`src/design/mbe_pkg.sv`:
```
// Shared types, constants and a helper function of the escape-time evaluator.
`default_nettype none

package mbe_pkg;

	localparam int FRAC_BITS_DEF  = 28;
	localparam int COORD_BITS_DEF = 12;
	localparam int NUM_CELLS_DEF  = 4;

	localparam int COORD_W = 12;
	localparam int ITER_W  = 16;
	localparam int Z_W     = 32;
	localparam int STEP_W  = 31;
	localparam int PROD_W  = 2 * Z_W;
	localparam int SCALE_W = COORD_W + STEP_W;
	localparam int ADDR_W  = 5;
	localparam int DATA_W  = 32;
	localparam int IDX_W   = 3;

	localparam logic [IDX_W-1:0] REG_ORIGIN_RE = 3'd0;
	localparam logic [IDX_W-1:0] REG_ORIGIN_IM = 3'd1;
	localparam logic [IDX_W-1:0] REG_STEP_RE   = 3'd2;
	localparam logic [IDX_W-1:0] REG_STEP_IM   = 3'd3;
	localparam logic [IDX_W-1:0] REG_MAX_ITER  = 3'd4;
	localparam logic [IDX_W-1:0] REG_MIN_DRAW  = 3'd5;

	localparam logic signed [Z_W-1:0]  ORIGIN_RST   = -32'sd536870912;
	localparam logic [STEP_W-1:0]      STEP_RST     = 31'd1048576;
	localparam logic [ITER_W-1:0]      MAX_ITER_RST = 16'd256;
	localparam logic [ITER_W-1:0]      MIN_DRAW_RST = 16'd10;

	localparam logic signed [PROD_W-1:0] S32_MAX = 64'sh0000_0000_7fff_ffff;
	localparam logic signed [PROD_W-1:0] S32_MIN = -64'sh0000_0000_8000_0000;

	typedef struct packed {
		logic signed [Z_W-1:0] origin_re;
		logic signed [Z_W-1:0] origin_im;
		logic [STEP_W-1:0]     step_re;
		logic [STEP_W-1:0]     step_im;
		logic [ITER_W-1:0]     max_iter;
		logic [ITER_W-1:0]     min_iter;
	} cfg_t;

	typedef struct packed {
		logic                  valid;
		logic                  done;
		logic                  draw;
		logic [ITER_W-1:0]     iter;
		logic signed [Z_W-1:0] zr;
		logic signed [Z_W-1:0] zi;
	} tok_t;

	function automatic logic signed [Z_W-1:0] sat_s32(input logic signed [PROD_W-1:0] v);
		logic signed [Z_W-1:0] r;
		if (v > S32_MAX) begin
			r = S32_MAX[Z_W-1:0];
		end else if (v < S32_MIN) begin
			r = S32_MIN[Z_W-1:0];
		end else begin
			r = v[Z_W-1:0];
		end
		return r;
	endfunction

endpackage

`default_nettype wire

```
`src/design/mbe_coord.sv`:
```
// Two-stage mapping of a pixel to the complex point c.
`default_nettype none

module mbe_coord
	import mbe_pkg::*;
(
	input  wire logic               clk,
	input  wire logic               arst_n,
	input  wire logic               start,
	input  wire logic [COORD_W-1:0] px,
	input  wire logic [COORD_W-1:0] py,
	input  wire cfg_t               cfg,
	output logic                    valid_s2,
	output logic signed [Z_W-1:0]   c_re,
	output logic signed [Z_W-1:0]   c_im
);

	logic                  valid_s1;
	logic [SCALE_W-1:0]    prod_re_s1;
	logic [SCALE_W-1:0]    prod_im_s1;
	logic signed [Z_W-1:0] c_re_q;
	logic signed [Z_W-1:0] c_im_q;
	logic signed [PROD_W-1:0] sum_re;
	logic signed [PROD_W-1:0] sum_im;

	always_ff @(posedge clk or negedge arst_n) begin
		if (!arst_n) begin
			valid_s1 <= 1'b0;
			valid_s2 <= 1'b0;
		end else begin
			valid_s1 <= start;
			valid_s2 <= valid_s1;
		end
	end

	always_ff @(posedge clk) begin
		if (start) begin
			prod_re_s1 <= SCALE_W'(px) * SCALE_W'(cfg.step_re);
			prod_im_s1 <= SCALE_W'(py) * SCALE_W'(cfg.step_im);
		end
		if (valid_s1) begin
			c_re_q <= sat_s32(sum_re);
			c_im_q <= sat_s32(sum_im);
		end
	end

	always_comb begin
		sum_re = PROD_W'(cfg.origin_re) + $signed({{(PROD_W-SCALE_W){1'b0}}, prod_re_s1});
		sum_im = PROD_W'(cfg.origin_im) + $signed({{(PROD_W-SCALE_W){1'b0}}, prod_im_s1});
	end

	assign c_re = c_re_q;
	assign c_im = c_im_q;

endmodule

`default_nettype wire

```
`config.mk`:
```
export PLATFORM = sky130hd
export DESIGN_NAME = mbe_coord
export DESIGN_NICKNAME = d
export VERILOG_FILES = /design/src/design/mbe_pkg.sv /design/src/design/mbe_coord.sv
export SDC_FILE = /design/constraint.sdc
export NUM_CORES = 2
export LEC_CHECK = 0
export ABC_AREA = 1
export BUFFER_PORTS_ARGS = -buffer_cell sky130_fd_sc_hd__buf_2
export CORE_MARGIN = 2
export CORE_UTILIZATION = 50
export CTS_CLUSTER_DIAMETER = 80
export DETAILED_ROUTE_END_ITERATION = 6
export PLACE_DENSITY = 0.64
export SETUP_SLACK_MARGIN = 0.3
export SLEW_MARGIN = 10
export SYNTH_ARGS = -nofsm -noshare
export SYNTH_HDL_FRONTEND = slang
export SYNTH_SLANG_ARGS = --single-unit
export TNS_END_PERCENT = 10
```
`constraint.sdc`:
```
create_clock -name clk -period 2.88 [get_ports clk]
set_input_delay 0.72 -clock clk [delete_from_list [all_inputs] [get_ports clk]]
set_output_delay 0.72 -clock clk [all_outputs]
set_load 0.02 [all_outputs]
```
* Word-level counts from Yosys, hierarchy flattened
Index checks and enable logic that the tools add are counted.
Operators by class: add/subtract/negate cells 2, multiply operators 2, magnitude comparators 4, mux-type cells 2
Operator list (count):
- $gt 64x32->1 const B | 2
- $lt 64x32->1 const B | 2
- $add 32x44->45 | 2
- $mul 12x31->43 | 2
- $mux 32 | 2
Storage, ports and cells: bits in registers 152, output and inout bits 65, logic and storage cells 16

* Logic depth before layout (Yosys ltp)
depth after elaboration 3, gate-level depth with buffers 25

* Worst setup path after synthesis
OpenSTA, ideal clock, no wires.
kind input to register, start point input port py[11], end point register prod_im_s1[32] (data pin), setup time 258 ps, data arrival time 5420 ps, data required time 2622 ps, setup slack -2798 ps, cell stages on the path 21, path buffers 1, path through clkbuf_1 nand2_1 fa_1 fa_1 inv_1 fa_1 fa_1 inv_1 fa_1 inv_1 ha_1 nand2_1 o21ai_0 a21oi_1 o21ai_0 nand2_1 o21bai_1 nand2_1 nand2_1 a21oi_1 xnor2_1
On the way: word-level cells in the longest chain between the ends 1
Ends and longest elaborated chain:
- start, declared | line mbe_coord.sv:11 | input wire logic [COORD_W-1:0] py,
- $mul 12x31->43 | line mbe_coord.sv:39 | prod_im_s1 <= SCALE_W'(py) * SCALE_W'(cfg.step_im);
- end signal, assigned | line mbe_coord.sv:39
- end, declared | line mbe_coord.sv:20 | logic [SCALE_W-1:0] prod_im_s1;
No other way between the ends. A chain may end at the register's enable or synchronous reset.

* Worst setup path in the final report
start point input port py[3], end point register prod_im_s1[35] (data pin)
Same word-level chain as after synthesis.

==> summary.txt <==
Floorplanning
  • Ports: 250
  • Die footprint: between 0.07 and 0.08 mm²
  • Die height: roughly 270 µm
  • Core box area: 0.0712 mm²
  • Die width: 272 µm
  • Row count: roughly 100
  • Initial core utilization: 0.503

CTS
  • Clock buffer depth: 2
  • Sink Count: 152
  • Clock Latency Late Sink: 460 ps
  • CTS tree: done
  • Max H-tree Level: 4
  • CTS root buf: clkbuf_16
  • Clock-pin slew on the worst setup and hold paths: 70 ps
  • Total CTS buffers: 17

Worst setup path
  • Critical path's largest stage delay: 560 ps
  • Worst Setup Start Kind: input pin
  • Crit-path most repeated cell: fa_1
  • Critical Path, Cell by Cell: buf_8, buf_12, buf_4, buf_6, nand2_2, fa_1, inv_1, fa_1, fa_1, fa_1, inv_1, fa_1, inv_2, ha_4, nand2_1, buf_4, nor2_1, inv_1, nor2_4, a21oi_4, o21ai_2, xor2_2
  • CP endpoint kind: flop
  • Top Family by Delay on Critical Path: adder cells
  • WP data required: 3160 ps
  • Crit path max fanout: 7
  • CP max-delay cell: fa_1
  • CP bufs+invs: 9
  • WP data arrival: approximately 5400 ps
  • Critical path class: input pin to flop

Logic synthesis
  • Post-synthesis xor/xnor area fraction: 0.0332
  • Mapped cell area: 0.0358 mm²
  • Cells after synthesis: 4,929
  • Largest family of logic cells by synthesized area: adder cells
  • Yosys reg bits: 152
  • Post-synth cell types: 44
  • Adder-Cell Fraction of Synth Area: 0.412
  • Syn Nets: just under 6k
  • Yosys Warn Count: 0
  • Register area share after synthesis: 0.127
  • Mux cell area share after synthesis: 0
  • Avg Inst Size Synth: about 7.3 µm²
  • Post-Synth Simple-Gate Area: 0.231
  • Compound-cell area share of the yosys netlist: 0.0482

Timing
  • Max Slew Vio Count: 0
  • RSZ-0062 raised after global routing: true
  • Min cycle time layout: 5160 ps
  • Max Fclk: 0.194 GHz
  • Worst Tran Pin Value: 714 ps
  • Final setup violating endpoints: ~130
  • Part of the cycle the worst path needs: 1.79
  • Final hold viol count: 0
  • Hold_ws: 41.6 ps
  • Worst setup margin: -2280 ps
  • Relative slew margins: 0.524
  • Clock skew: roughly 13 ps

GRT
  • Initial antenna violation count: 3
  • Grt total ovfl: 0
  • Global-route wire length before repair: 178,000 µm
  • Vias in the first global route: 34.2k
  • Pin count of the biggest net entering global routing: 46
  • Total track usage: 0.302

Drt
  • DRT Pass-1 Iters: 6
  • Vias per cell: 4.90
  • Routed Antenna Nets: 0
  • 1st-iter DRT viols: 2,234
  • Via Count: around 34k
  • Drt wl/cell: 16.2 µm
  • Final WL: roughly 110,000 µm
  • DR DRC count: 0

Final layout
  • Syn-to-layout area delta: 37.1%
  • Commonest non-fill, non-tap cells in the layout: nand2_1, inv_1, buf_4
  • Nets@finish: between 6k and 7k
  • Post-Layout Cell Count: 6,879
  • Share of layout cells above drive strength 1: 0.299
  • Commonest non-fill, non-tap cell in the layout: nand2_1
  • Fillers: 5,934

Flow run
  • Max Cap Viol: 0

Placed design
  • Placed cell count: around 6.8k
  • Final HPWL from detailed placement: ~90,000 µm
  • RD Place Congestion: approximately 0.97
  • Port Buffers: ~220

Outcome
  • Violated checks: setup timing
  • Run status: complete, but fails checks

Min path
  • Tightest Hold Check Type: input pin to async pin
-- synth_stat cells --
cell | n | share of area
a211o_1 | 1 | 0.00024
a211oi_1 | 2 | 0.00042
a21boi_0 | 2 | 0.00042
a21boi_2 | 1 | 0.00031
a21o_1 | 5 | 0.0010
a21oi_1 | 162 | 0.023
a221oi_1 | 5 | 0.0012
a31o_2 | 1 | 0.00024
a31oi_1 | 19 | 0.0033
and2_0 | 1 | 0.00017
and2_1 | 3 | 0.00052
and3_1 | 3 | 0.00052
buf_4 | 3 | 0.00063
buf_6 | 9 | 0.0028
clkbuf_1 | 134 | 0.014
dfrtp_1 | 2 | 0.0014
edfxtp_1 | 150 | 0.13
fa_1 | 582 | 0.33
ha_1 | 250 | 0.087
inv_1 | 1247 | 0.13
inv_2 | 2 | 0.00021
nand2_1 | 1639 | 0.17
nand2_2 | 7 | 0.0012
nand3_1 | 106 | 0.015
nand3_2 | 2 | 0.00056
nand3b_1 | 5 | 0.0010
nand4_1 | 32 | 0.0056
nor2_1 | 270 | 0.028
nor2_2 | 10 | 0.0017
nor3_1 | 21 | 0.0029
nor3_2 | 1 | 0.00028
nor4_1 | 7 | 0.0012
o2111ai_1 | 1 | 0.00024
o211a_1 | 1 | 0.00028
o211ai_1 | 6 | 0.0013
o21a_1 | 10 | 0.0021
o21ai_0 | 67 | 0.0094
o21ai_1 | 3 | 0.00042
o21bai_1 | 20 | 0.0042
o221a_2 | 1 | 0.00031
o31ai_1 | 1 | 0.00021
xnor2_1 | 44 | 0.011
xor2_1 | 90 | 0.022
xor2_2 | 1 | 0.00045
-- flip-flops by register name (all words and copies together), names as in the netlist --
register,flops
c_im,32
valid_s1,1
valid_s2,1
c_re,32
prod_re_s1,43
prod_im_s1,43
-- cells by family (layout without fill, tap and decap cells) --
| family | count (synthesis) | count (layout) |
|---|---|---|
| other | 0 | 3 |
| AND/OR/NAND/NOR | 2107 | 2107 |
| adder cells (fa/ha/maj) | 832 | 832 |
| flip-flops | 152 | 152 |
| XOR/XNOR | 135 | 135 |
| buffers and inverters | 1395 | 2392 |
| AO/OA/AOI/OAI | 308 | 308 |
-- timing repair --
| item | 4_1_cts | 5_1_grt |
|---|---|---|
| endpoints found under the setup margin | 142 | 143 |
| setup buffers | 48 | 28 |
| hold buffers | 0 | 0 |
| cloned | 10 | 1 |
| pin swaps | 240 | 139 |
| resized for setup | 480 | 230 |
-- area by class of cell --
type,count,area (µm²),share of cell area
multi-input cells,3382,29000,0.590
repair buffers,1113,9090,0.185
inverters,1249,4690,0.0954
flip-flops and latches,152,4560,0.0927
well taps,950,1190,0.0242
clock buffers,18,429,0.00874
clock inverters,12,176,0.00359
diodes,3,7.51,0.000153
-- metal layers --
metal / wire length, µm / track usage
met3: 6440 / 0.0325
met2: 51600 / 0.489
met5: 15 / 0
met4: 2060 / 0.0680
met1: 51000 / 0.439
-- worst paths after layout --
kind	slack, ps	cells past startpoint	from	endpoint
worst max-delay path	-2280	22	py[3]	prod_im_s1[35]
worst min-delay path	40	1	arst_n	valid_s2
worst max register to register	-50	14	prod_re_s1[30]	c_re[0]
worst min register to register	700	3	prod_im_s1[0]	c_im[0]
max in group asynchronous	2730	1	arst_n	valid_s1
min in group clk	620	1	start	valid_s1
-- through the flow --
stage	worst slack [ps]	util	instance area, µm²	setup TNS (ps)
2_1_floorplan	-2380	-	37800	-147020
3_3_place_gp	-3190	0.630	44900	-236450
3_5_place_dp	-3180	0.630	44900	-239410
5_1_grt	-2470	0.689	49100	-166600
6_report	-2280	0.689	49100	-144930
4_1_cts	-2190	0.674	48000	-140720
Power is left out: the tool's default activity adds up to more than one toggle a clock period on the data nets, which glitch-free logic cannot reach.
