File: src/design/mbe_pkg.sv
// Shared types, constants and a helper function of the escape-time evaluator.
`default_nettype none

package mbe_pkg;

	localparam int FRAC_BITS_DEF  = 28;
	localparam int COORD_BITS_DEF = 12;
	localparam int NUM_CELLS_DEF  = 4;

	localparam int COORD_W = 12;
	localparam int ITER_W  = 16;
	localparam int Z_W     = 32;
	localparam int STEP_W  = 31;
	localparam int PROD_W  = 2 * Z_W;
	localparam int SCALE_W = COORD_W + STEP_W;
	localparam int ADDR_W  = 5;
	localparam int DATA_W  = 32;
	localparam int IDX_W   = 3;

	localparam logic [IDX_W-1:0] REG_ORIGIN_RE = 3'd0;
	localparam logic [IDX_W-1:0] REG_ORIGIN_IM = 3'd1;
	localparam logic [IDX_W-1:0] REG_STEP_RE   = 3'd2;
	localparam logic [IDX_W-1:0] REG_STEP_IM   = 3'd3;
	localparam logic [IDX_W-1:0] REG_MAX_ITER  = 3'd4;
	localparam logic [IDX_W-1:0] REG_MIN_DRAW  = 3'd5;

	localparam logic signed [Z_W-1:0]  ORIGIN_RST   = -32'sd536870912;
	localparam logic [STEP_W-1:0]      STEP_RST     = 31'd1048576;
	localparam logic [ITER_W-1:0]      MAX_ITER_RST = 16'd256;
	localparam logic [ITER_W-1:0]      MIN_DRAW_RST = 16'd10;

	localparam logic signed [PROD_W-1:0] S32_MAX = 64'sh0000_0000_7fff_ffff;
	localparam logic signed [PROD_W-1:0] S32_MIN = -64'sh0000_0000_8000_0000;

	typedef struct packed {
		logic signed [Z_W-1:0] origin_re;
		logic signed [Z_W-1:0] origin_im;
		logic [STEP_W-1:0]     step_re;
		logic [STEP_W-1:0]     step_im;
		logic [ITER_W-1:0]     max_iter;
		logic [ITER_W-1:0]     min_iter;
	} cfg_t;

	typedef struct packed {
		logic                  valid;
		logic                  done;
		logic                  draw;
		logic [ITER_W-1:0]     iter;
		logic signed [Z_W-1:0] zr;
		logic signed [Z_W-1:0] zi;
	} tok_t;

	function automatic logic signed [Z_W-1:0] sat_s32(input logic signed [PROD_W-1:0] v);
		logic signed [Z_W-1:0] r;
		if (v > S32_MAX) begin
			r = S32_MAX[Z_W-1:0];
		end else if (v < S32_MIN) begin
			r = S32_MIN[Z_W-1:0];
		end else begin
			r = v[Z_W-1:0];
		end
		return r;
	endfunction

endpackage

`default_nettype wire

File: src/design/mbe_regs.sv
// Configuration register file behind the APB-style port.
`default_nettype none

module mbe_regs
	import mbe_pkg::*;
(
	input  wire logic              clk,
	input  wire logic              arst_n,
	input  wire logic              psel,
	input  wire logic              penable,
	input  wire logic              pwrite,
	input  wire logic [ADDR_W-1:0] paddr,
	input  wire logic [DATA_W-1:0] pwdata,
	output logic [DATA_W-1:0]      prdata,
	output logic                   pready,
	output cfg_t                   cfg
);

	cfg_t             cfg_q;
	logic [IDX_W-1:0] idx;
	logic             wr_en;

	assign idx    = paddr[ADDR_W-1:2];
	assign wr_en  = psel && penable && pwrite;
	assign pready = 1'b1;
	assign cfg    = cfg_q;

	always_ff @(posedge clk or negedge arst_n) begin
		if (!arst_n) begin
			cfg_q.origin_re <= ORIGIN_RST;
			cfg_q.origin_im <= ORIGIN_RST;
			cfg_q.step_re   <= STEP_RST;
			cfg_q.step_im   <= STEP_RST;
			cfg_q.max_iter  <= MAX_ITER_RST;
			cfg_q.min_iter  <= MIN_DRAW_RST;
		end else if (wr_en) begin
			unique case (idx)
				REG_ORIGIN_RE: cfg_q.origin_re <= pwdata;
				REG_ORIGIN_IM: cfg_q.origin_im <= pwdata;
				REG_STEP_RE:   cfg_q.step_re   <= pwdata[STEP_W-1:0];
				REG_STEP_IM:   cfg_q.step_im   <= pwdata[STEP_W-1:0];
				REG_MAX_ITER:  cfg_q.max_iter  <= pwdata[ITER_W-1:0];
				REG_MIN_DRAW:  cfg_q.min_iter  <= pwdata[ITER_W-1:0];
				default: begin
				end
			endcase
		end
	end

	always_comb begin
		unique case (idx)
			REG_ORIGIN_RE: prdata = cfg_q.origin_re;
			REG_ORIGIN_IM: prdata = cfg_q.origin_im;
			REG_STEP_RE:   prdata = {1'b0, cfg_q.step_re};
			REG_STEP_IM:   prdata = {1'b0, cfg_q.step_im};
			REG_MAX_ITER:  prdata = {{(DATA_W-ITER_W){1'b0}}, cfg_q.max_iter};
			REG_MIN_DRAW:  prdata = {{(DATA_W-ITER_W){1'b0}}, cfg_q.min_iter};
			default:       prdata = '0;
		endcase
	end

endmodule

`default_nettype wire

File: config.mk
export PLATFORM = sky130hd
export DESIGN_NAME = mbe_regs
export DESIGN_NICKNAME = d
export VERILOG_FILES = /design/src/design/mbe_pkg.sv /design/src/design/mbe_regs.sv
export SDC_FILE = /design/constraint.sdc
export NUM_CORES = 1
export LEC_CHECK = 0
export BUFFER_PORTS_ARGS = -buffer_cell sky130_fd_sc_hd__buf_2
export CAP_MARGIN = 40
export CORE_MARGIN = 2
export CORE_UTILIZATION = 35
export CTS_CLUSTER_SIZE = 25
export DETAILED_ROUTE_END_ITERATION = 7
export SLEW_MARGIN = 20
export SYNTH_ARGS = -nofsm -noshare
export SYNTH_HDL_FRONTEND = slang
export SYNTH_SLANG_ARGS = --single-unit
File: constraint.sdc
create_clock -name clk -period 1.85 [get_ports clk]
set_clock_uncertainty 0.1 [all_clocks]
set_input_delay 0.2775 -clock clk [delete_from_list [all_inputs] [get_ports clk]]
set_output_delay 0.2775 -clock clk [all_outputs]
set_load 0.005 [all_outputs]
### After elaboration in Yosys (flattened, before gate mapping)

Index checks and enable logic that the tools add are counted.

| operators by class | value |
|---|---|
| eq/ne operators | 5 |
| multiplexer cells | 1 |
| reductions and logical operators | 9 |

Operator list:

| cell | count |
|---|---|
| $pmux 32 s6 | 1 |
| $reduce_and 2->1 | 6 |
| $eq 3x2->1 const B | 2 |
| $eq 3x3->1 const B | 2 |
| $eq 3x1->1 const B | 1 |
| $logic_not 3->1 | 1 |
| $logic_and 1x1->1 | 2 |

| word-level totals | value |
|---|---|
| bits in registers | 158 |
| input bits | 42 |
| output and inout bits | 191 |
| word-level logic and storage cells | 21 |

### Depth between registers and ports, before layout

Gate-level depths: netlist of the first run.

| logic depth | value |
|---|---|
| depth after elaboration | 3 |
| gate-level depth with buffers | 6 |
| gate-level depth less buffers | 3 |

### Least setup slack after synthesis of the first run

No wires, ideal clock.

| timing | value |
|---|---|
| kind | input port to output port |
| start point | input port paddr[3] |
| end point | output port prdata[0] |
| arrival | 1.283 ns |
| required time | 1.472 ns |
| slack | 0.189 ns |
| stages | 5 |
| buffers on the path | 2 |
| path through | buf_2 > buf_2 > mux2_2 > a221oi_1 > a31oi_1 |

| between the ends | value |
|---|---|
| cells in the longest elaborated chain, start to end | 2 |
| elaborated cells on any way between the ends | 7 |
| classes of those cells | eq/ne (5); mux (1); reduce/logical (1) |

RTL lines:

| what | RTL line | source |
|---|---|---|
| start: declaration | mbe_regs.sv:12 | `input wire logic [ADDR_W-1:0] paddr,` |
| $eq 3x3->1, or another cell as far along | mbe_regs.sv:51 | `unique case (idx)` |
| $pmux 32 s6 * | mbe_regs.sv:51 |  |
| end: declaration | mbe_regs.sv:14 | `output logic [DATA_W-1:0] prdata,` |

Every way passes the cells marked *; elsewhere a longest branch is shown, timed or not.

### Worst setup path after layout of the first run

| timing | value |
|---|---|
| start point | register cfg_q (netlist bit cfg[136]) |
| end point | output port prdata[10] |

| between the ends | value |
|---|---|
| cells in the longest elaborated chain, start to end | 1 |

RTL lines:

| what | RTL line | source |
|---|---|---|
| start: declaration | mbe_regs.sv:19 | `cfg_t cfg_q;` |
| $pmux 32 s6 | mbe_regs.sv:51 |  |

No other way between the ends.

==> summary.txt, run 1 <==
Status
  • Outcome: finished, violations left
  • Violated checks: negative setup slack

Global routing
  • GRT Total Usage: 0.2020
  • Grt ovf: 0
  • First-pass GRT wire length: 34070 µm
  • Largest net degree at the start of global routing: between 50 and 60
  • Initial antenna violation count: 1
  • Vias in the first global route: 5950

Worst setup path
  • Startpoint Class: flip-flop
  • Reg2reg setup slack: ~730 ps
  • Crit path required time: 1470 ps
  • Arrival @ worst endpoint: approximately 1600 ps
  • R2R Path Start: cfg[50]$_DFFE_PN0P_
  • Critical path endpoint category: output pin
  • Critical Path Start: cfg[136]$_DFFE_PN0P_
  • Critical path peak fanout: 3
  • WS Path Type: flip-flop to output pin

Clock tree
  • CTS tree: done
  • Clk_lat worst skew: between 400 and 500 ps
  • Clock slew at reported path FFs: roughly 60 ps
  • Number of buffers created by CTS: 17
  • Root Driver: clkbuf_16
  • Clock sink count: roughly 160
  • H-tree depth: 4
  • Clk buf depth: 2

Logic synthesis
  • Synth Net Count: 528
  • Asr flop ratio synth: 1.000
  • Synth Area in Simple Gates: 0.05056
  • Share of the synthesized area in the top cell type: 0.5022
  • Synth Flop Type: dfrtp_1
  • Compound-cell area share of the yosys netlist: 0.02955
  • Post-synthesis cell type count: 31
  • Synth area leaders: dfrtp_1, mux2_2, mux4_2, dfstp_2, mux2i_1
  • Syn_area_per_cell: about 15 µm²
  • Yosys warns: 0
  • Main combinational cell family by area after synthesis: multiplexers
  • Number of synthesized register bits: approximately 160
  • Multiplexer share of the synthesized area: 0.3435
  • Synth Cell Area: 0.007325 mm²
  • Post-Synth XOR/XNOR Area: 0
  • Post-synth EDFFs: 0
  • Synth area leader: dfrtp_1
  • Seq/Total Area, Yosys: 0.5417
  • Post-synthesis adder-cell area fraction: 0
  • Post-Syn Instances: roughly 490

Routing
  • DR iter-0 viols: about 170
  • Final wirelength: between 20000 and 25000 µm
  • Drt wl/cell: roughly 20 µm
  • Post-route DRC violation count: 0
  • Vias: between 5000 and 6000
  • DR vias/cell: roughly 5.0
  • Post-route ant nets: 0
  • DR pass1 iterations: 4

Layout
  • Most frequent cells in the layout: buf_2, mux2_2, dfrtp_1
  • Final Core Density: 0.5237
  • Max reg flops: approximately 160
  • Layout area overhead: 45.59%
  • Final net count: 867
  • Fraction of layout cells with a size suffix above 1: 0.7303
  • Most common cell after layout, fill and taps aside: buf_2

Power and ir drop
  • Peak supply drop: roughly 0.6 mV
  • Leakage: between 5 and 6 nW
  • Design Power: 11.82 mW
  • Power Density: ~1100 mW/mm²

STA
  • F_max: about 0.52 GHz
  • Max-slew violations: 0
  • Final Hold Viols: 0
  • Period utilization: 1.048
  • Period minus WS final: ~1900 ps
  • Worst slew margin: 0.6094
  • Finish-stage setup viols: 24
  • Measured slew at the worst slew-check pin: just under 600 ps
  • Final setup margin: -88.56 ps
  • Post-Route Setup TNS: -1056 ps
  • RSZ-0062 raised after global routing: true

Floorplan
  • I/O Pins: 233
  • Total die area: roughly 0.022 mm²
  • Die H: ~150 µm
  • Rows: 52
  • Initial Util: 0.3597
  • Die Wd: about 150 µm
  • Core area: 0.02036 mm²

Placed design
  • IO buf count: 229
  • GPL Wtd Cong: around 0.84
  • HPWL after DPL: 15060 µm

Flow run
  • Maxcap violations: 0

Min path
  • HP Start: pwdata[25]
  • HP Class: input port to flip-flop
-- worst max-delay path: stages (launching register included) --
cell	delay [ps]
dfrtp_1	400
mux2_4	280
a221oi_2	220
a31oi_1	100
buf_2	160
-- cell usage after synthesis, types with 7 or more instances --
cell	count
a221oi_1	9
a31oi_1	7
and2_1	15
buf_2	11
buf_4	9
buf_6	10
dfrtp_1	147
dfstp_2	11
mux2_1	8
mux2_2	169
mux2i_1	14
mux4_2	17
nand2_1	16
-- power breakdown --
part | switching [mW] | internal, mW | total [mW]
clock | 1.38 | 2.67 | 4.05
sequential | 0.483 | 4.17 | 4.65
combinational | 1.20 | 1.91 | 3.11
total | 3.07 | 8.75 | 11.8
-- timing repair --
action	CTS	global route
gates cloned	0	0
buffers inserted	62	23
resized for setup	30	16
hold buffers	2	0
pin swaps	26	2
endpoints found under the setup margin	30	31
hold endpoints to repair	41	0
-- layer usage --
| layer | part of all wire | vias up | routed length (µm) | track usage |
|---|---|---|---|---|
| li1 | - | 2487 | - | - |
| met1 | 0.42 | 2911 | 9220 | 0.2557 |
| met2 | 0.52 | 156 | 11460 | 0.3468 |
| met3 | 0.045 | 34 | 987 | 0.03681 |
| met4 | 0.022 | 0 | 478 | 0.07429 |
| met5 | 0 | - | 0 | 0 |
-- final timing paths --
path | endpoint | cells past startpoint
worst max-delay path | prdata[10] | 4
worst min-delay path | cfg[57]$_DFFE_PN0P_ | 2
worst max register to register | cfg[50]$_DFFE_PN0P_ | 3
worst min register to register | cfg[19]$_DFFE_PN0P_ | 1
max in group asynchronous | cfg[1]$_DFFE_PN1P_ | 3
min in group asynchronous | cfg[153]$_DFFE_PN0P_ | 2
-- final cells by class --
type                            count  area (µm²)
Antenna cell                        2       5.005
Sequential cell                   158        3968
Clock inverter                     11       240.2
Tap cell                          270       337.8
Multi-Input combinational cell    294        3284
Timing Repair Buffer              353        2385
Clock buffer                       21       440.4
Inverter                            1       3.754
Fill cell                        1744        9701
-- cell families after synthesis --
group | count (synthesis)
buf+inv | 34
flops | 158
other cells | 1
compound gates | 30
mux | 208
simple gates | 55
-- metrics by stage --
| stage | instance area (µm²) | hold WS, ps | setup WS, ps | cells |
|---|---|---|---|---|
| final | 10660 | 29.09 | -88.56 | 1110 |
| after global routing | 10660 | 13.74 | -150.1 | 1109 |
| after CTS | 10410 | 2.228 | -95.01 | 1085 |
| after detailed placement | 9109 | 193.2 | 21.34 | 989 |
| after global placement | 9109 | 191.2 | -5.331 | 989 |
| after floorplan | 7325 | -118.1 | 189.3 | 486 |
(Power assumes the default switching activity.)
==> inputs of run 2 (changes only) <==
--- a/config.mk
+++ b/config.mk
@@ -9,8 +9,10 @@
 export CAP_MARGIN = 40
 export CORE_MARGIN = 2
 export CORE_UTILIZATION = 35
+export CTS_BUF_LIST = sky130_fd_sc_hd__clkbuf_8
 export CTS_CLUSTER_SIZE = 25
 export DETAILED_ROUTE_END_ITERATION = 7
+export GPL_ROUTABILITY_DRIVEN = 0
 export SLEW_MARGIN = 20
 export SYNTH_ARGS = -nofsm -noshare
 export SYNTH_HDL_FRONTEND = slang
==> run 2 against run 1 <==
  * Largest power group unchanged
  * Wire length about the same
  * Die area unchanged
  * Non-clock buffer count up 14
  * The flow still finishes with violations (negative setup slack)
  * Largest cell class unchanged
  * Maximum frequency down 0.34%
  * Via count up 0.72%
  * Register-to-register slack about the same
  * Sequential power about the same
  * Count of clock-buffer cells in the layout down 4
==> summary.txt, run 2 (same netlist as run 1, synthesis figures left out) <==
Layout
  • Filler cells: 1739 (-0.29%)
  • Most frequent cells in the layout: buf_2, mux2_2, dfrtp_1
  • Fraction of layout cells with a size suffix above 1: 0.7183 (-0.01200)
  • Layout area overhead: 44.87%
  • Max reg flops: 158 (unchanged)
  • Antenna fix cells: 0 (-2)
  • Most common cell after layout, fill and taps aside: buf_2
  • Sequential cell area: 0.003968 mm² (unchanged)
  • Footprint of the multi-input gates: 0.003283 mm² (about the same)
  • Non-filler cells, final: 1122 (+1.1%)
  • Final net count: 881 (+1.6%)

Floorplan
  • Core area: 0.02036 mm² (unchanged)
  • Die Wd: 148.7 µm (unchanged)
  • I/O Pins: 233 (unchanged)
  • Die H: 148.7 µm (unchanged)
  • Rows: 52 (unchanged)
  • Initial Util: 0.3597 (unchanged)
  • Total die area: 0.02210 mm² (unchanged)

Worst setup path
  • Critical path peak fanout: 3 (unchanged)
  • R2R Path Start: cfg[54]$_DFFE_PN0P_
  • Startpoint Class: flip-flop
  • Arrival @ worst endpoint: 1570 ps (about the same)
  • WS Path Type: flip-flop to output pin
  • Critical Path Start: cfg[115]$_DFFE_PN0P_
  • Crit path required time: 1470 ps (about the same)
  • Critical path endpoint category: output pin

Placed design
  • IO buf count: 229 (unchanged)
  • HPWL after DPL: 15060 µm (unchanged)
  • Pre-CTS WS: 21.34 ps (unchanged)
  • Placed insts: 989 (unchanged)

Min path
  • HP Start: pwdata[1]
  • HP Class: input port to flip-flop

Global routing
  • Grt ovf: 0 (unchanged)
  • Vias in the first global route: 6043 (+1.6%)
  • Largest net degree at the start of global routing: 56 (unchanged)
  • Initial antenna violation count: 0 (-1)
  • GRT Total Usage: 0.2020 (about the same)
  • First-pass GRT wire length: 34180 µm (+0.34%)

STA
  • F_max: 0.5141 GHz (-0.34%)
  • Finish-stage setup viols: 28 (+17%)
  • Measured slew at the worst slew-check pin: 582.6 ps (-3.326 ps)
  • Worst slew margin: 0.6116 (+0.002217)
  • Post-Route Setup TNS: -1595 ps (-538.8 ps)
  • RSZ-0062 raised after global routing: true
  • Final Hold Viols: 0 (unchanged)
  • Period minus WS final: 1945 ps (+6.639 ps)
  • Period utilization: 1.051 (+0.003589)
  • Final setup margin: -95.20 ps (-6.639 ps)
  • Max-slew violations: 0 (unchanged)

Clock tree
  • Clk buf depth: 2 (unchanged)
  • Number of buffers created by CTS: 17 (unchanged)
  • Root Driver: clkbuf_8
  • CTS tree: done
  • Clock slew at reported path FFs: 90 ps (+30 ps)
  • Clk_lat worst skew: 440 ps (+30 ps)
  • Clock sink count: 158 (unchanged)
  • H-tree depth: 4 (unchanged)

Power and ir drop
  • Peak supply drop: 0.4921 mV (-17%)
  • Leakage: 5.326 nW (-0.35%)
  • Power Density: 1026 mW/mm² (-7.4%)
  • Design Power: 10.89 mW (-7.9%)

Routing
  • Vias: 5628 (+0.72%)
  • Post-route DRC violation count: 0 (unchanged)
  • DR vias/cell: 5.016 (-0.36%)
  • Drt wl/cell: 19.72 µm (-1.2%)
  • Final wirelength: 22130 µm (about the same)
  • DR iter-0 viols: 151 (-10%)
  • Post-route ant nets: 0 (unchanged)
  • DR pass1 iterations: 4 (unchanged)

Status
  • Violated checks: negative setup slack
  • Outcome: finished, violations left

Flow run
  • Maxcap violations: 0 (unchanged)
## run 2: cell type report
type / count / share of cell area
Multi-Input combinational cell: 294 / 0.3094
Sequential cell: 158 / 0.3739
Tap cell: 270 / 0.03184
Inverter: 1 / 0.0003537
Clock inverter: 15 / 0.02405
Timing Repair Buffer: 367 / 0.2384
Clock buffer: 17 / 0.02205
## run 2: path summary, 6_finish.rpt
check	endpoint	slack [ps]	cells past startpoint
worst max-delay path	prdata[21]	-100	3
min in group asynchronous	cfg[153]$_DFFE_PN0P_	290	2
worst min-delay path	cfg[33]$_DFFE_PN0P_	50	2
max in group asynchronous	cfg[66]$_DFFE_PN0P_	730	3
worst max register to register	cfg[54]$_DFFE_PN0P_	740	3
worst min register to register	cfg[19]$_DFFE_PN0P_	430	1
## run 2: what timing repair did
item	4_1_cts	5_1_grt
endpoints found under the hold margin	102	0
resized for setup	29	17
setup buffers	64	19
pin swaps	27	1
hold buffers	18	0
endpoints found under the setup margin	31	31
## run 2: through the flow
step / util / instance area, µm² / hold slack [ps]
floorplan: - / 7325 / -118.1
global placement: 0.4473 / 9109 / 191.2
detailed placement: 0.4473 / 9109 / 193.2
CTS: 0.5101 / 10390 / 0.7114
global route: 0.5211 / 10610 / 12.89
finish: 0.5211 / 10610 / 49.03
## run 2: layer usage
layer | vias up | part of all wire | global-route usage | routed length, µm
li1 | 2509 | - | - | -
met1 | 2927 | 0.43 | 0.2551 | 9423
met2 | 153 | 0.51 | 0.3479 | 11300
met3 | 39 | 0.039 | 0.03896 | 865
met4 | 0 | 0.025 | 0.07000 | 543
met5 | - | 0 | 0 | 0
## run 2: where the power goes
part	internal, mW	switching (mW)
Clock	1.86	1.25
Sequential	4.16	0.482
Combinational	1.92	1.21
Total	7.95	2.94
## run 2: critical path, cell delays in order, from the launching register on
cell     delay (ps)
dfrtp_1         410
mux4_2          450
and2_1          150
buf_2           130
==> inputs of run 3 (changes only) <==
--- a/config.mk
+++ b/config.mk
@@ -5,7 +5,7 @@
 export SDC_FILE = /design/constraint.sdc
 export NUM_CORES = 1
 export LEC_CHECK = 0
-export BUFFER_PORTS_ARGS = -buffer_cell sky130_fd_sc_hd__buf_2
+export BUFFER_PORTS_ARGS = -buffer_cell sky130_fd_sc_hd__clkbuf_2
 export CAP_MARGIN = 40
 export CORE_MARGIN = 2
 export CORE_UTILIZATION = 35
==> run 3 against run 2 <==
  * Non-clock buffer count up 14
  * Global-route usage rose by 0.23 points
  * Flip-flop and latch count did not move
  * Largest cell class unchanged
  * The run still ends with negative setup slack left
  * Register-to-register slack worse by 20 ps
  * Die area unchanged
==> summary.txt, run 3 (same netlist as run 1, synthesis figures left out) <==
Layout
  • Most frequent cells in the layout: clkbuf_2, mux2_2, dfrtp_1
  • Final net count: 895 (+1.6%)
  • Design area: 0.01053 mm² (-0.75%)
  • Layout area overhead: 43.78%
  • Filler cells: 1772 (+1.9%)
  • Max reg flops: 158 (unchanged)
  • Antenna fix cells: 0 (unchanged)
  • Fraction of layout cells with a size suffix above 1: 0.7321 (+0.01379)
  • Most common cell after layout, fill and taps aside: clkbuf_2

Clock tree
  • Clk buf depth: 2 (unchanged)
  • CTS tree: done
  • Clk_lat worst skew: 450 ps (about the same)
  • H-tree depth: 4 (unchanged)
  • Root Driver: clkbuf_8
  • Number of buffers created by CTS: 17 (unchanged)
  • Clock slew at reported path FFs: 80 ps (about the same)
  • Clock sink count: 158 (unchanged)

Min path
  • Hold depth: 2 (unchanged)
  • Hold Path End: cfg[87]$_DFFE_PN0P_
  • HP Start: pwdata[24]
  • HP Class: input port to flip-flop

Worst setup path
  • Critical path peak fanout: 2 (-1)
  • R2R depth: 3 (unchanged)
  • Startpoint Class: flip-flop
  • Arrival @ worst endpoint: 1570 ps (about the same)
  • Crit path required time: 1470 ps (about the same)
  • Worst reg2reg path endpoint: cfg[28]$_DFFE_PN0P_
  • WS Path Type: flip-flop to output pin
  • R2R Path Start: cfg[28]$_DFFE_PN0P_
  • Critical path endpoint category: output pin
  • Reg2reg setup slack: 720 ps (-20 ps)

Placed design
  • DP Area: 0.009104 mm² (about the same)
  • IO buf count: 229 (unchanged)
  • HPWL after DPL: 15210 µm (+0.97%)

Routing
  • Final wirelength: 22320 µm (+0.88%)
  • Post-route DRC violation count: 0 (unchanged)
  • DR iter-0 viols: 231 (+53%)
  • DR vias/cell: 4.966 (-1.0%)
  • DR pass1 iterations: 4 (unchanged)
  • Post-route ant nets: 0 (unchanged)
  • Vias: 5641 (+0.23%)
  • Drt wl/cell: 19.65 µm (-0.37%)

Global routing
  • Grt ovf: 0 (unchanged)
  • Initial antenna violation count: 0 (unchanged)
  • Vias in the first global route: 6046 (+0.050%)
  • Largest net degree at the start of global routing: 45 (-20%)
  • First-pass GRT wire length: 34400 µm (+0.63%)
  • GRT Total Usage: 0.2043 (+0.002259)

Status
  • Violated checks: negative setup slack
  • Outcome: finished, violations left

Floorplan
  • Core area: 0.02036 mm² (unchanged)
  • I/O Pins: 233 (unchanged)
  • Die H: 148.7 µm (unchanged)
  • Die Wd: 148.7 µm (unchanged)
  • Total die area: 0.02210 mm² (unchanged)
  • Rows: 52 (unchanged)
  • Initial Util: 0.3597 (unchanged)

STA
  • Hold Slack: 34.97 ps (-14.07 ps)
  • Max-slew violations: 0 (unchanged)
  • Final Hold Viols: 0 (unchanged)
  • Final setup margin: -98.18 ps (-2.975 ps)
  • Period minus WS final: 1948 ps (+2.975 ps)
  • Finish-stage setup viols: 25 (-11%)
  • Period utilization: 1.053 (+0.001608)
  • F_max: 0.5133 GHz (-0.15%)
  • RSZ-0062 raised after global routing: true

Power and ir drop
  • Sequential power share: 0.451 (+0.025)
  • Cell internal pwr: 7.277 mW (-8.4%)
  • Clock power frac: 0.237 (-0.049)
  • Power Density: 975.7 mW/mm² (-4.9%)
  • Leakage: 5.272 nW (-1.0%)
  • Sw Ratio: 0.2918 (+0.02168)
  • Total net switching power: 2.999 mW (+2.0%)
  • Peak supply drop: 0.4202 mV (-15%)
  • Comb power frac: 0.312 (+0.025)

Flow run
  • Maxcap violations: 0 (unchanged)
[run 3: cell types whose count changed in the layout (fill, tap and decap cells not counted), sizes merged]
cell / change
buf: -207
clkinv: +4
bufinv: -6
clkbuf: +225
inv: -1
dlygate4sd3: -1
[run 3: routing by layer]
| layer | track usage | wire length, µm |
|---|---|---|
| met4 | 0.07333 | 432 |
| met3 | 0.04479 | 1055 |
| met5 | 0 | 0 |
| met2 | 0.3581 | 11670 |
| met1 | 0.2481 | 9161 |
[run 3: cell type report]
| class | count | area [µm²] | share of cell area |
|---|---|---|---|
| sequential | 158 | 3968 | 0.3767 |
| inverter | 1 | 3.754 | 0.0003564 |
| tap | 270 | 337.8 | 0.03208 |
| clock buffer | 20 | 275.3 | 0.02614 |
| multi-input combinational | 294 | 3269 | 0.3104 |
| timing repair buffer | 381 | 2582 | 0.2452 |
| clock inverter | 12 | 95.09 | 0.009029 |
[run 3: worst max-delay path by stage]
stage | to | from | slack, ps
after floorplan | prdata[0] | paddr[3] | 190
after global routing | prdata[18] | cfg[81]$_DFFE_PN0P_ | -180
after CTS | prdata[18] | cfg[112]$_DFFE_PN0P_ | -140
after detailed placement | cfg[49]$_DFFE_PN0P_ | paddr[3] | -50
final | prdata[26] | cfg[152]$_DFFE_PN0P_ | -100
after global placement | cfg[41]$_DFFE_PN0P_ | paddr[3] | -30
[run 3: power by group through the flow]
stage / clock [mW] / combinational, mW / sequential [mW]
floorplan: 0 / 1.08 / 4.71
global placement: 0 / 2.33 / 4.72
detailed placement: 0 / 2.39 / 4.78
CTS: 2.51 / 3.10 / 4.62
global route: 2.68 / 3.47 / 4.71
finish: 2.43 / 3.21 / 4.63
[run 3: stage by stage]
step	util	worst slack, ps	power (mW)	std cells	setup TNS, ps
global route	0.5171	-178.0	10.86	1136	-4107
floorplan	-	189.3	5.793	486	0
CTS	0.5085	-143.6	10.23	1118	-2687
global placement	0.4470	-33.76	7.056	990	-357.4
detailed placement	0.4470	-53.34	7.172	990	-609.9
finish	0.5171	-98.18	10.28	1136	-1663
[run 3: critical path, cell delays in order (launching register included)]
cell and delay, ps:
dfrtp_1 400, mux4_2 450, and2_4 170, clkbuf_2 100
[run 3: repair_timing]
action / CTS / global route
hold endpoints to repair: 96 / 0
pin swaps: 20 / 1
resized for setup: 28 / 17
hold buffers: 17 / 0
endpoints found under the setup margin: 31 / 31
buffers inserted: 79 / 18
